$ cat src/rtl/core/mstd_pkg.sv
`timescale 1ns / 1ps
package mstd_pkg;

   localparam int STACKS    = 3;
   localparam int LEVELS    = 4;
   localparam int DIM       = LEVELS + 1;
   localparam int CITY_W    = 6;
   localparam int DIST_BITS = 16;
   localparam int TOTAL_W   = 20;
   localparam int COUNT_W   = 4;
   localparam int HEIGHT_W  = 3;
   localparam int STACK_W   = 2;
   localparam int LEVEL_W   = 2;
   localparam int CSR_W     = 4;

   localparam int DIST_DEPTH = 4096;
   localparam int DIST_AW    = 12;
   localparam int ST_DEPTH   = DIM * DIM * DIM * STACKS;
   localparam int ST_AW      = 9;

   localparam logic [TOTAL_W-1:0] TOTAL_MAX = {TOTAL_W{1'b1}};

   typedef enum logic [1:0] {
      ACT_DIST = 2'd0,
      ACT_SLOT = 2'd1,
      ACT_RUN  = 2'd2,
      ACT_NONE = 2'd3
   } action_type;

   typedef enum logic [CSR_W-1:0] {
      CSR_DEPOT  = 4'd0,
      CSR_PICKUP = 4'd1
   } csr_index_type;

   typedef enum logic [3:0] {
      ST_IDLE,
      ST_COMPACT,
      ST_CLEAR,
      ST_SEED,
      ST_LOAD,
      ST_CHECK,
      ST_SCAN,
      ST_NEXT,
      ST_RLX_RD,
      ST_RLX_WR,
      ST_FIN_LD,
      ST_FIN_CK,
      ST_DONE
   } state_type;

   typedef logic [CITY_W-1:0]                 city_type;
   typedef logic [LEVELS-1:0][CITY_W-1:0]     stack_cities_type;
   typedef logic [LEVELS-1:0]                 stack_full_type;
   typedef logic [STACKS-1:0][HEIGHT_W-1:0]   hvec_type;

   typedef struct packed {
      logic                reached;
      logic [TOTAL_W-1:0]  cost;
   } stage_entry_type;

   typedef struct packed {
      logic [TOTAL_W-1:0]  cand;
      logic                take;
   } alu_res_type;

   typedef struct packed {
      stack_cities_type     cities;
      stack_full_type       full;
      logic [HEIGHT_W-1:0]  count;
   } compact_res_type;

   function automatic logic [LEVEL_W-1:0] view_level(logic [HEIGHT_W-1:0] p, logic pickup);
      logic [HEIGHT_W-1:0] rev;
      rev = HEIGHT_W'(LEVELS - 1) - p;
      return pickup ? rev[LEVEL_W-1:0] : p[LEVEL_W-1:0];
   endfunction

   function automatic logic [ST_AW-1:0] st_addr(hvec_type h, logic [STACK_W-1:0] last);
      int unsigned acc;
      acc = 0;
      for (int r = STACKS - 1; r >= 0; r--) begin
         acc = acc * DIM + int'(h[r]);
      end
      return ST_AW'(acc * STACKS + int'(last));
   endfunction

endpackage

$ cat src/rtl/core/mstd_compact.sv
`timescale 1ns / 1ps
module mstd_compact (
   input  mstd_pkg::stack_cities_type cities,
   input  mstd_pkg::stack_full_type   full,
   input  logic                       pickup,
   output mstd_pkg::compact_res_type  res
);

   mstd_pkg::stack_cities_type view;
   logic [mstd_pkg::HEIGHT_W-1:0] n;
   logic [mstd_pkg::LEVEL_W-1:0]  src;
   logic [mstd_pkg::LEVEL_W-1:0]  dst;

   always_comb begin
      n    = '0;
      view = '0;
      src  = '0;
      dst  = '0;
      for (int p = 0; p < mstd_pkg::LEVELS; p++) begin
         src = mstd_pkg::view_level(mstd_pkg::HEIGHT_W'(p), pickup);
         if (full[src]) begin
            view[n[mstd_pkg::LEVEL_W-1:0]] = cities[src];
            n = n + 1'b1;
         end
      end
      res.cities = cities;
      res.full   = '0;
      res.count  = n;
      for (int q = 0; q < mstd_pkg::LEVELS; q++) begin
         dst = mstd_pkg::view_level(mstd_pkg::HEIGHT_W'(q), pickup);
         if (mstd_pkg::HEIGHT_W'(q) < n) begin
            res.cities[dst] = view[q];
            res.full[dst]   = 1'b1;
         end
      end
   end

endmodule

$ cat config.mk
export PLATFORM = sky130hd
export DESIGN_NAME = mstd_compact
export DESIGN_NICKNAME = d
export VERILOG_FILES = /design/src/rtl/core/mstd_pkg.sv /design/src/rtl/core/mstd_compact.sv
export SDC_FILE = /design/constraint.sdc
export NUM_CORES = 1
export LEC_CHECK = 0
export BUFFER_PORTS_ARGS = -buffer_cell sky130_fd_sc_hd__buf_2
export CORE_ASPECT_RATIO = 2
export CORE_MARGIN = 5
export CORE_UTILIZATION = 30
export DETAILED_ROUTE_END_ITERATION = 8
export SYNTH_ARGS = -nofsm -noshare
export SYNTH_HDL_FRONTEND = slang
export SYNTH_SLANG_ARGS = --single-unit
$ cat constraint.sdc
create_clock -name vclk -period 4.9
set_clock_uncertainty 0.05 [all_clocks]
set_input_delay 0.735 -clock vclk [all_inputs]
set_output_delay 0.735 -clock vclk [all_outputs]
set_load 0.01 [all_outputs]
==> flow_summary.ini <==
[detailed_routing]
drtIter0Drc = 212
wirelength_um = 7840
final_antenna_net_count = 0
drc = 0
dr_total_vias = 2657
viasPerCell = 6.19
firstDrtPassIters = 5
avgRoutedWirePerCell_um = 18.3

[power_and_ir_drop]
p_switching_mw = 0.286
peakVddDrop_uv = 105
swShare_pct = 61.5
power.internal_mw = 0.179
combPwrFrac_pct = 100.0
power.total_mw = 0.465
seqPwrFrac_pct = 0
cellPowerDensity_nw_per_um2 = 194
clkPwrFrac_pct = 0
p_leak_nw = 1.02

[global_route]
antenna_found_initial = 0
grt.overflow.total = 0
grt_max_degree = 68
grt_pass1_wl_um = 12100
grt_pass1_vias = 2439
grt_use_total_pct = 17.5

[cells_and_area]
fillers = 736
seq_area_um2 = 0
drive_gt1_share_pct = 29.0
final_area_um2 = 2400
fin_util_pct = 36.8
final_common_cell = buf_2
clkbuf_count = 0
mostFrequentLayoutCells = 60 x buf_2, 18 x mux2i_1, 18 x nor2_1
diodes = 0
area_growth_pct = 21.0
nets = 378
seq_cell_count = 0

[min_path]
hp-start = cities[13]
min_path_type = in -> out
hold_end = res[20]
min_path_cells = 4

[floorplan]
die_x_um = 67.5
start_util_pct = 30.4
io_pins = 60
die_y_um = 125
core_um2 = 6520
die-area_um2 = 8430
rows = 42

[setup_path]
crit_path_start_kind = input port
crit_required_ps = 4120
critPathMaxFanout = 19
arrival_ps = 3800
worstSetupPathType = in -> out
end_kind = primary output

[placed_design]
gp_congestion = 0.949
postPlaceCellArea_um2 = 2400
io_buffers = 60
dpl.hpwl_um = 5800

[cts]
cts-resized-gates = 0
ctsHoldBuffers = 0
post_cts_buffers = 0

[logic_synthesis]
yosysTopAreaCellShare_pct = 9.09
syn_inst = 296
syn_area_per_cell_um2 = 6.70
yosys.area.top_type = mux2i_1
seq_area_frac_synth_pct = 0
synth_nets = 331
yosysWarnings = 0
synthTopCellsByArea = mux2i_1 9.1%, a21oi_1 6.3%, a211oi_1 4.9%
synth_area_um2 = 1980
ys_types = 53

[job]
maxCapViolations = 0

[sta]
finalSetupTns_ps = 0
setup_violations = 0
hold_viol_final = 0
max_freq_ghz = 0.218
tightest_slew_ps = 1030
rsz0062_at_grt = false
fin_crit_ps = 4590
timing.slew.headroom_pct = 31.5
finalMaxSlewViolations = 0
fin_crit_sh_pct = 93.6

[run_status]
status = finished clean
[cell usage after synthesis (5+ instances only)]
library cell	instances
a211oi_1	13
a21o_1	5
a21oi_1	25
a221oi_1	8
a311oi_1	5
a31oi_1	6
a32oi_1	10
and3_1	10
buf_2	13
clkbuf_1	11
ha_1	6
inv_1	14
mux2i_1	18
nand2_1	17
nand3_1	11
nor2_1	18
nor3_1	6
o21ai_0	12
o22ai_1	15
o31ai_1	7
[final cells by class]
type	instances	area [um^2]	share of cell area, %
inverters	16	60.1	2.51
multi-input cells	252	1830	76.3
well taps	88	110	4.59
repair buffers	73	398	16.6
[worst max-delay path: stages]
cell and delay (ps):
buf_2 290, mux2_4 280, ha_1 170, o21ai_0 110
o22ai_1 310, inv_1 120, ha_1 350, nand2_1 60
or4_4 450, and3_1 210, buf_4 210, o31ai_1 220
o22ai_1 110, buf_2 170
[power groups by stage]
| stage | clock network (mW) | registers, mW | logic (mW) |
|---|---|---|---|
| after global placement | 0 | 0 | 0.459 |
| final | 0 | 0 | 0.465 |
| after detailed placement | 0 | 0 | 0.458 |
| after floorplan | 0 | 0 | 0.319 |
| after global routing | 0 | 0 | 0.501 |
| after CTS | 0 | 0 | 0.460 |
[cells by family after synthesis]
kind of cell	share of synthesized area [%]
xor gates and xnor gates	2.46
and+or+nand+nor	24.2
buffers and inverters	10.5
muxes	11.6
adders and majority gates	3.79
AOI/OAI and AO/OA	47.5
[how the worst max path moves through the flow]
stage	from	end	slack, ps
2_1_floorplan	pickup	res[27]	20
3_3_place_gp	full[3]	res[25]	450
3_5_place_dp	full[3]	res[25]	360
4_1_cts	full[3]	res[25]	350
5_1_grt	full[3]	res[25]	100
6_report	full[3]	res[25]	310
[layer usage]
layer  track usage [%]  part of all wire, %
met3             0.449                  5.8
met4              4.90                  3.4
met1              22.9                   42
met5                 0                    0
met2              30.3                   49
[stage by stage]
stage,setup WS [ps],hold WS (ps),cells
3_5_place_dp,361,1790,429
4_1_cts,347,1790,429
6_report,315,1780,429
2_1_floorplan,20.8,1540,296
5_1_grt,104,1810,429
3_3_place_gp,447,1780,429
(Power assumes the default switching activity.)
