--- src/rtl/core/mstd_pkg.sv ---
`timescale 1ns / 1ps
package mstd_pkg;

   localparam int STACKS    = 3;
   localparam int LEVELS    = 4;
   localparam int DIM       = LEVELS + 1;
   localparam int CITY_W    = 6;
   localparam int DIST_BITS = 16;
   localparam int TOTAL_W   = 20;
   localparam int COUNT_W   = 4;
   localparam int HEIGHT_W  = 3;
   localparam int STACK_W   = 2;
   localparam int LEVEL_W   = 2;
   localparam int CSR_W     = 4;

   localparam int DIST_DEPTH = 4096;
   localparam int DIST_AW    = 12;
   localparam int ST_DEPTH   = DIM * DIM * DIM * STACKS;
   localparam int ST_AW      = 9;

   localparam logic [TOTAL_W-1:0] TOTAL_MAX = {TOTAL_W{1'b1}};

   typedef enum logic [1:0] {
      ACT_DIST = 2'd0,
      ACT_SLOT = 2'd1,
      ACT_RUN  = 2'd2,
      ACT_NONE = 2'd3
   } action_type;

   typedef enum logic [CSR_W-1:0] {
      CSR_DEPOT  = 4'd0,
      CSR_PICKUP = 4'd1
   } csr_index_type;

   typedef enum logic [3:0] {
      ST_IDLE,
      ST_COMPACT,
      ST_CLEAR,
      ST_SEED,
      ST_LOAD,
      ST_CHECK,
      ST_SCAN,
      ST_NEXT,
      ST_RLX_RD,
      ST_RLX_WR,
      ST_FIN_LD,
      ST_FIN_CK,
      ST_DONE
   } state_type;

   typedef logic [CITY_W-1:0]                 city_type;
   typedef logic [LEVELS-1:0][CITY_W-1:0]     stack_cities_type;
   typedef logic [LEVELS-1:0]                 stack_full_type;
   typedef logic [STACKS-1:0][HEIGHT_W-1:0]   hvec_type;

   typedef struct packed {
      logic                reached;
      logic [TOTAL_W-1:0]  cost;
   } stage_entry_type;

   typedef struct packed {
      logic [TOTAL_W-1:0]  cand;
      logic                take;
   } alu_res_type;

   typedef struct packed {
      stack_cities_type     cities;
      stack_full_type       full;
      logic [HEIGHT_W-1:0]  count;
   } compact_res_type;

   function automatic logic [LEVEL_W-1:0] view_level(logic [HEIGHT_W-1:0] p, logic pickup);
      logic [HEIGHT_W-1:0] rev;
      rev = HEIGHT_W'(LEVELS - 1) - p;
      return pickup ? rev[LEVEL_W-1:0] : p[LEVEL_W-1:0];
   endfunction

   function automatic logic [ST_AW-1:0] st_addr(hvec_type h, logic [STACK_W-1:0] last);
      int unsigned acc;
      acc = 0;
      for (int r = STACKS - 1; r >= 0; r--) begin
         acc = acc * DIM + int'(h[r]);
      end
      return ST_AW'(acc * STACKS + int'(last));
   endfunction

endpackage

--- src/rtl/core/mstd_alu.sv ---
`timescale 1ns / 1ps
module mstd_alu (
   input  logic [mstd_pkg::TOTAL_W-1:0]   base,
   input  logic [mstd_pkg::DIST_BITS-1:0] leg_len,
   input  logic [mstd_pkg::TOTAL_W-1:0]   cur,
   input  logic                           cur_valid,
   output mstd_pkg::alu_res_type          res
);

   logic [mstd_pkg::TOTAL_W:0] sum;

   always_comb begin
      sum      = {1'b0, base} + {{(mstd_pkg::TOTAL_W + 1 - mstd_pkg::DIST_BITS){1'b0}}, leg_len};
      res.cand = sum[mstd_pkg::TOTAL_W] ? mstd_pkg::TOTAL_MAX : sum[mstd_pkg::TOTAL_W-1:0];
      res.take = !cur_valid || (res.cand < cur);
   end

endmodule

--- config.mk ---
export PLATFORM = sky130hd
export DESIGN_NAME = mstd_alu
export DESIGN_NICKNAME = d
export VERILOG_FILES = /design/src/rtl/core/mstd_pkg.sv /design/src/rtl/core/mstd_alu.sv
export SDC_FILE = /design/constraint.sdc
export NUM_CORES = 1
export LEC_CHECK = 0
export BUFFER_PORTS_ARGS = -buffer_cell sky130_fd_sc_hd__buf_4
export CAP_MARGIN = 40
export CORE_ASPECT_RATIO = 0.75
export CORE_MARGIN = 10
export CORE_UTILIZATION = 40
export DETAILED_ROUTE_END_ITERATION = 7
export GPL_TIMING_DRIVEN = 0
export PLACE_DENSITY = 0.76
export SLEW_MARGIN = 20
export SYNTH_ARGS = -nofsm -noshare
export SYNTH_HDL_FRONTEND = slang
export SYNTH_SLANG_ARGS = --single-unit
export TNS_END_PERCENT = 30
--- constraint.sdc ---
create_clock -name vclk -period 3.7
set_input_delay 0.37 -clock vclk [all_inputs]
set_output_delay 0.37 -clock vclk [all_outputs]
set_load 0.02 [all_outputs]
==> results of run 1 <==
-- layout by cell type, fill, tap and decap left out, types with 2 or more instances in the layout --
cell      Yosys  routed
nand2b_1      3       3
o21a_1        2       2
a31oi_1       3       3
o31ai_1       3       2
ha_4          0       4
inv_1        25      25
xnor2_1       3       3
nand3_1       5       5
nor3_1        2       2
o21ai_1       8       8
nand2_1      21      21
nand4_1       5       5
ha_1         35      27
ha_2          0       4
nor2b_1       2       2
and3_1        2       2
a211oi_1      2       2
a21oi_1      19      15
a21oi_2       1       5
a21o_1       10      10
o21ai_2       1       3
nor2_1       11      10
buf_4         1      90
xor2_1        4       4
o31a_1        2       2
o21bai_1      2       2
buf_6         1       3
o21ai_0       9       7
-- cells by family (layout without fill, tap and decap cells) --
| kind of cell | count (synthesis) | count (layout) | synth area share [%] |
|---|---|---|---|
| xor gates and xnor gates | 7 | 7 | 3.99 |
| buffers and inverters | 29 | 119 | 7.98 |
| and+or+nand+nor | 55 | 55 | 18.0 |
| muxes | 3 | 3 | 2.12 |
| AOI/OAI and AO/OA | 80 | 80 | 38.1 |
| adders and majority gates | 36 | 36 | 29.8 |
-- layout make-up --
cell class	instances	area [µm²]	share of cell area [%]
Tap cell	52	65.1	2.71
Inverter	25	93.8	3.91
Timing Repair Buffer	90	679	28.3
Multi-Input combinational cell	181	1520	63.5
Buffer	4	37.5	1.56
-- report_power, final --
group / total [mW] / leakage [nW] / switching (mW) / internal, mW
clock: 0 / 0 / 0 / 0
combinational: 0.490 / 1.23 / 0.255 / 0.235
sequential: 0 / 0 / 0 / 0
total: 0.490 / 1.23 / 0.255 / 0.235
-- final timing paths --
path / start / to / slack [ps] / depth (start not counted)
min: base[16] / res[17] / 1130 / 3
max: base[0] / res[0] / -50 / 16
-- worst max-delay path, delay by kind of cell --
kind | cells | cell delay (ps)
compound gates | 9 | 1490
fa+ha+maj | 3 | 760
simple gates | 2 | 520
buf+inv | 2 | 240
-- through the flow --
step	hold slack, ps	setup TNS [ps]	setup WS (ps)
after floorplan	927	0	23.5
after global placement	1120	-301	-301
after CTS	1130	-58.3	-58.3
after detailed placement	1130	-273	-273
after global routing	1140	-232	-232
final	1130	-52.0	-52.0
-- timing repair --
item                       CTS  global route
pin swaps                   15            10
setup endpoints to repair    1             1
setup buffers               10             2
gates resized for setup     16             6
-- layer usage --
metal  global-route usage, %  part of all wire, %  vias to the layer above
met4                   0.520                    0                        0
met5                       0                    0                        -
met2                    24.3                   45                       59
li1                        -                    -                      959
met1                    19.2                   48                      801
met3                    1.73                  7.1                        0
==> metrics, run 1 <==
total placed instance area=0.00221 mm²; FF/Latch Area=0 µm²; f_max=0.267 GHz; # diodes=0; Total Routing Usage GR=14.1%; I/O pin total=78; final worst-path cycle share=101%; first-pass GRT wire length=8310 µm; register area share after synthesis=0%; startpoint types=input port; most frequent cell after synthesis=ha_1; final hold violations=0; leading area contributor after synthesis=ha_1; Max-slew headroom=69.6%; Ys Warns=0; Crit path required time=3330 ps; Total Power=490 µW; share of Yosys cell area claimed by the top area cell type=28.5%; unrepaired setup endpoints after global routing=yes; min Tclk post-route=3750 ps; Post-Syn Instances=210; crit end category=primary output; worst vdd ir=0.0959 mV; synth top area cells=ha_1, a21oi_1, inv_1; Placer Congestion=0.899; crit path cell chain=buf_4, ha_4, fa_2, a211oi_4, nor4_4, o21bai_4, a21oi_4, or3b_4, ha_4, a21o_1, a21o_1, a21oi_1, o21ai_1, a22oi_1, o31a_1, buf_6; Slew Limit Fails=0; grt ovf=0; status=complete, but fails checks; Net count, final=395; fillers=346; hold buffers post-CTS=0; placed cell count=340; First-pass DRT Iterations=4; die extent in x=91.6 µm; die area=0.00675 mm²; pin count of the biggest net entering global routing=11; worst-margin pin slew=452 ps; Synth cell types=52; die height=73.7 µm; Commonest cells post-synth=ha_1, inv_1, nand2_1, a21oi_1, nor2_1; Area Growth Syn to Fin=56.2%; Power per Cell Area=204 mW/mm²; post-DP HPWL=4260 µm; DR vias/cell=5.17; WP data arrival=3380 ps; non-filler cells, final=352; worst-path fanout max=4; 1st-iter DRT viols=79; DRC violations left=0; syn avg cell area=7.32 µm²; Mapped Area=0.00154 mm²; max_cap viols=0; layout cell share with drive strength beyond 1=42.0%; Routed Antenna Nets=0; Std-Cell Rows=19; Hold/Removal Path Class=input port to primary output; fin util=65.1%; Syn Nets=303; CORE AREA=0.00368 mm²; count of flip-flops and latches=0; final wirelength=4960 µm; Leakage=1.23 nW; antenna violations before repair=0; failing checks=setup timing; vias=1,819; slowest stage delay, CP=450 ps; IO buf count=78; final setup margin=-52.0 ps; Starting Density=41.7%; cell area after layout=0.00240 mm²; crit path kind=input port to primary output; vias in the first global route=1,826; CP max-delay cell=or3b_4; wire per inst=14.1 µm; Final setup viols=1; CLK BUF=0
(Power assumes the default switching activity.)
==> run 2, diff against run 1 <==
CELL_PAD_IN_SITES_DETAIL_PLACEMENT = 0   (was not set)
CELL_PAD_IN_SITES_GLOBAL_PLACEMENT = 1   (was not set)
CORE_UTILIZATION = 30   (was 40)
PLACE_DENSITY = 0.83   (was 0.76)
==> run 2 against run 1 <==
Net effect:
- the run still ends with setup timing left
- via count fell by 1.5%
- setup slack improved by 30 ps
- utilization fell by 15 points
- combinational power rose by 4.7%
- power rose by 4.5%
- sequential share of layout area did not move
- wire length rose by 7.2%
- maximum frequency rose by 0.82%
- flip-flop and latch count did not move
- largest cell class unchanged
==> metrics, run 2 (synthesized netlist as in run 1, its figures left out) <==
DRC violations left=0 (unchanged); I/O pin total=78 (unchanged); status=complete, but fails checks; post-DP HPWL=4520 µm (+6.1%); First-pass DRT Iterations=4 (unchanged); Leakage=1.24 nW (+1.1%); vias in the first global route=1,761 (-3.6%); placed cell count=348 (+2.4%); Post-Place Worst Slack=-330 ps (-56.5 ps); clock network power share=0% (unchanged); Placer Congestion=0.783 (-13%); internal power=244 µW (+3.9%); Net count, final=396 (+0.25%); worst vdd ir=0.0709 mV (-26%); 1st-iter DRT viols=37 (-53%); Routed Antenna Nets=0 (unchanged); Std-Cell Rows=22 (+3); min Tclk post-route=3720 ps (-30.4 ps); # diodes=0 (unchanged); worst-path fanout max=4 (unchanged); final setup margin=-21.6 ps (+30.4 ps); Multi-input gate area=0.00158 mm² (+3.9%); post-route setup TNS=-21.6 ps (+30.4 ps); wire per inst=14.7 µm (+4.5%); non-filler cells, final=361 (+2.6%); Max-slew headroom=72.5% (+3.0 points); crit path to=res[0]; failing checks=setup timing; die area=0.00841 mm² (+25%); crit end category=primary output; Total Routing Usage GR=11.5% (-2.6 points); first-pass GRT wire length=8180 µm (-1.5%); Final setup viols=1 (unchanged); die extent in x=103 µm (+12%); final worst-path cycle share=101% (-0.82 points); layout cell share with drive strength beyond 1=44.9% (+2.9 points); Critical Path Start=leg_len[0]; f_max=0.269 GHz (+0.82%); IO buf count=78 (unchanged); grt ovf=0 (unchanged); sequential share of power=0% (unchanged); combinational share of power=100.0% (about the same); worst-margin pin slew=408 ps (-44.1 ps); final wirelength=5310 µm (+7.2%); commonest non-fill, non-tap cell in the layout=buf_4; crit path kind=input port to primary output; final hold violations=0 (unchanged); count of flip-flops and latches=0 (unchanged); Slew Limit Fails=0 (unchanged); antenna violations before repair=0 (unchanged); Power per Cell Area=206 mW/mm² (+0.87%); Hold/Removal Path Class=input port to primary output; vias=1,792 (-1.5%); FF/Latch Area=0 µm² (unchanged); fillers=513 (+48%); worst hold slack=1130 ps (+6.73 ps); hold buffers post-CTS=0 (unchanged); CLK BUF=0 (unchanged); Starting Density=31.2% (-11 points); Crit path required time=3330 ps (about the same); most frequent cells in the layout=buf_4, inv_1, ha_1, nand2_1, a21oi_1; Switch Pwr=268 µW (+5.0%); startpoint types=input port; DR vias/cell=4.96 (-3.9%); sw frac=52.3% (+0.26 points); pin count of the biggest net entering global routing=11 (unchanged); die height=82.0 µm (+11%); WP data arrival=3350 ps (-30 ps); CORE AREA=0.00493 mm² (+34%); Area Growth Syn to Fin=61.8%; unrepaired setup endpoints after global routing=yes; max_cap viols=0 (unchanged)
run 2: cell types whose count changed in the layout (fill, tap and decap cells not counted), sizes merged:
cell,delta
clkbuf,-1
buf,+2
run 2: layer usage:
metal  part of all wire [%]  global-route usage (%)  routed length [µm]  up-vias
met5                      0                       0                   0        -
met4                      0                       0                   0        0
met2                     45                    19.5                2390       42
met3                    7.9                    2.43                 420        0
met1                     47                    15.5                2500      790
li1                       -                       -                   -      960
run 2: worst min-delay path by stage:
stage | slack (ps) | start | end | cells after the start
after CTS | 1130 | base[16] | res[17] | 3
after global placement | 1130 | base[16] | res[17] | 3
after floorplan | 930 | base[16] | res[17] | 1
final | 1130 | cur_valid | res[0] | 4
after global routing | 1160 | base[17] | res[18] | 3
after detailed placement | 1120 | base[16] | res[17] | 3
run 2: per-stage QoR:
step	total power, mW	area, µm²	utilization [%]
after floorplan	0.292	1560	-
after global placement	0.454	2220	45.0
after detailed placement	0.459	2220	45.0
after CTS	0.486	2370	48.2
after global routing	0.561	2490	50.5
final	0.513	2490	50.5
run 2: what timing repair did:
action                                  in CTS  in global routing
pin swaps                                   19                 23
cloned                                       0                  0
buffers inserted                            10                  3
endpoints found under the setup margin       1                  1
gates resized for setup                     17                 21
run 2: cell type report:
| type | instances | share of cell area (%) |
|---|---|---|
| inverters | 25 | 3.77 |
| multi-input cells | 181 | 63.7 |
| plain buffers | 4 | 1.56 |
| well taps | 60 | 3.02 |
| repair buffers | 91 | 27.9 |
run 2: worst max-delay path: stages:
cell and delay [ps]:
buf_6 100, ha_4 150, buf_4 130, a211oi_2 320, o21bai_4 130, o21ai_4 210
a21oi_4 100, o31ai_4 270, mux2_4 350, ha_4 220, a21o_1 170, a21o_1 160
a21oi_2 120, o21ai_1 80, a22oi_1 180, o31a_1 180, buf_6 120
run 2: power groups by stage:
stage | sequential (mW) | clock [mW] | combinational [mW]
2_1_floorplan | 0 | 0 | 0.292
3_3_place_gp | 0 | 0 | 0.454
3_5_place_dp | 0 | 0 | 0.459
4_1_cts | 0 | 0 | 0.486
5_1_grt | 0 | 0 | 0.561
6_report | 0 | 0 | 0.513
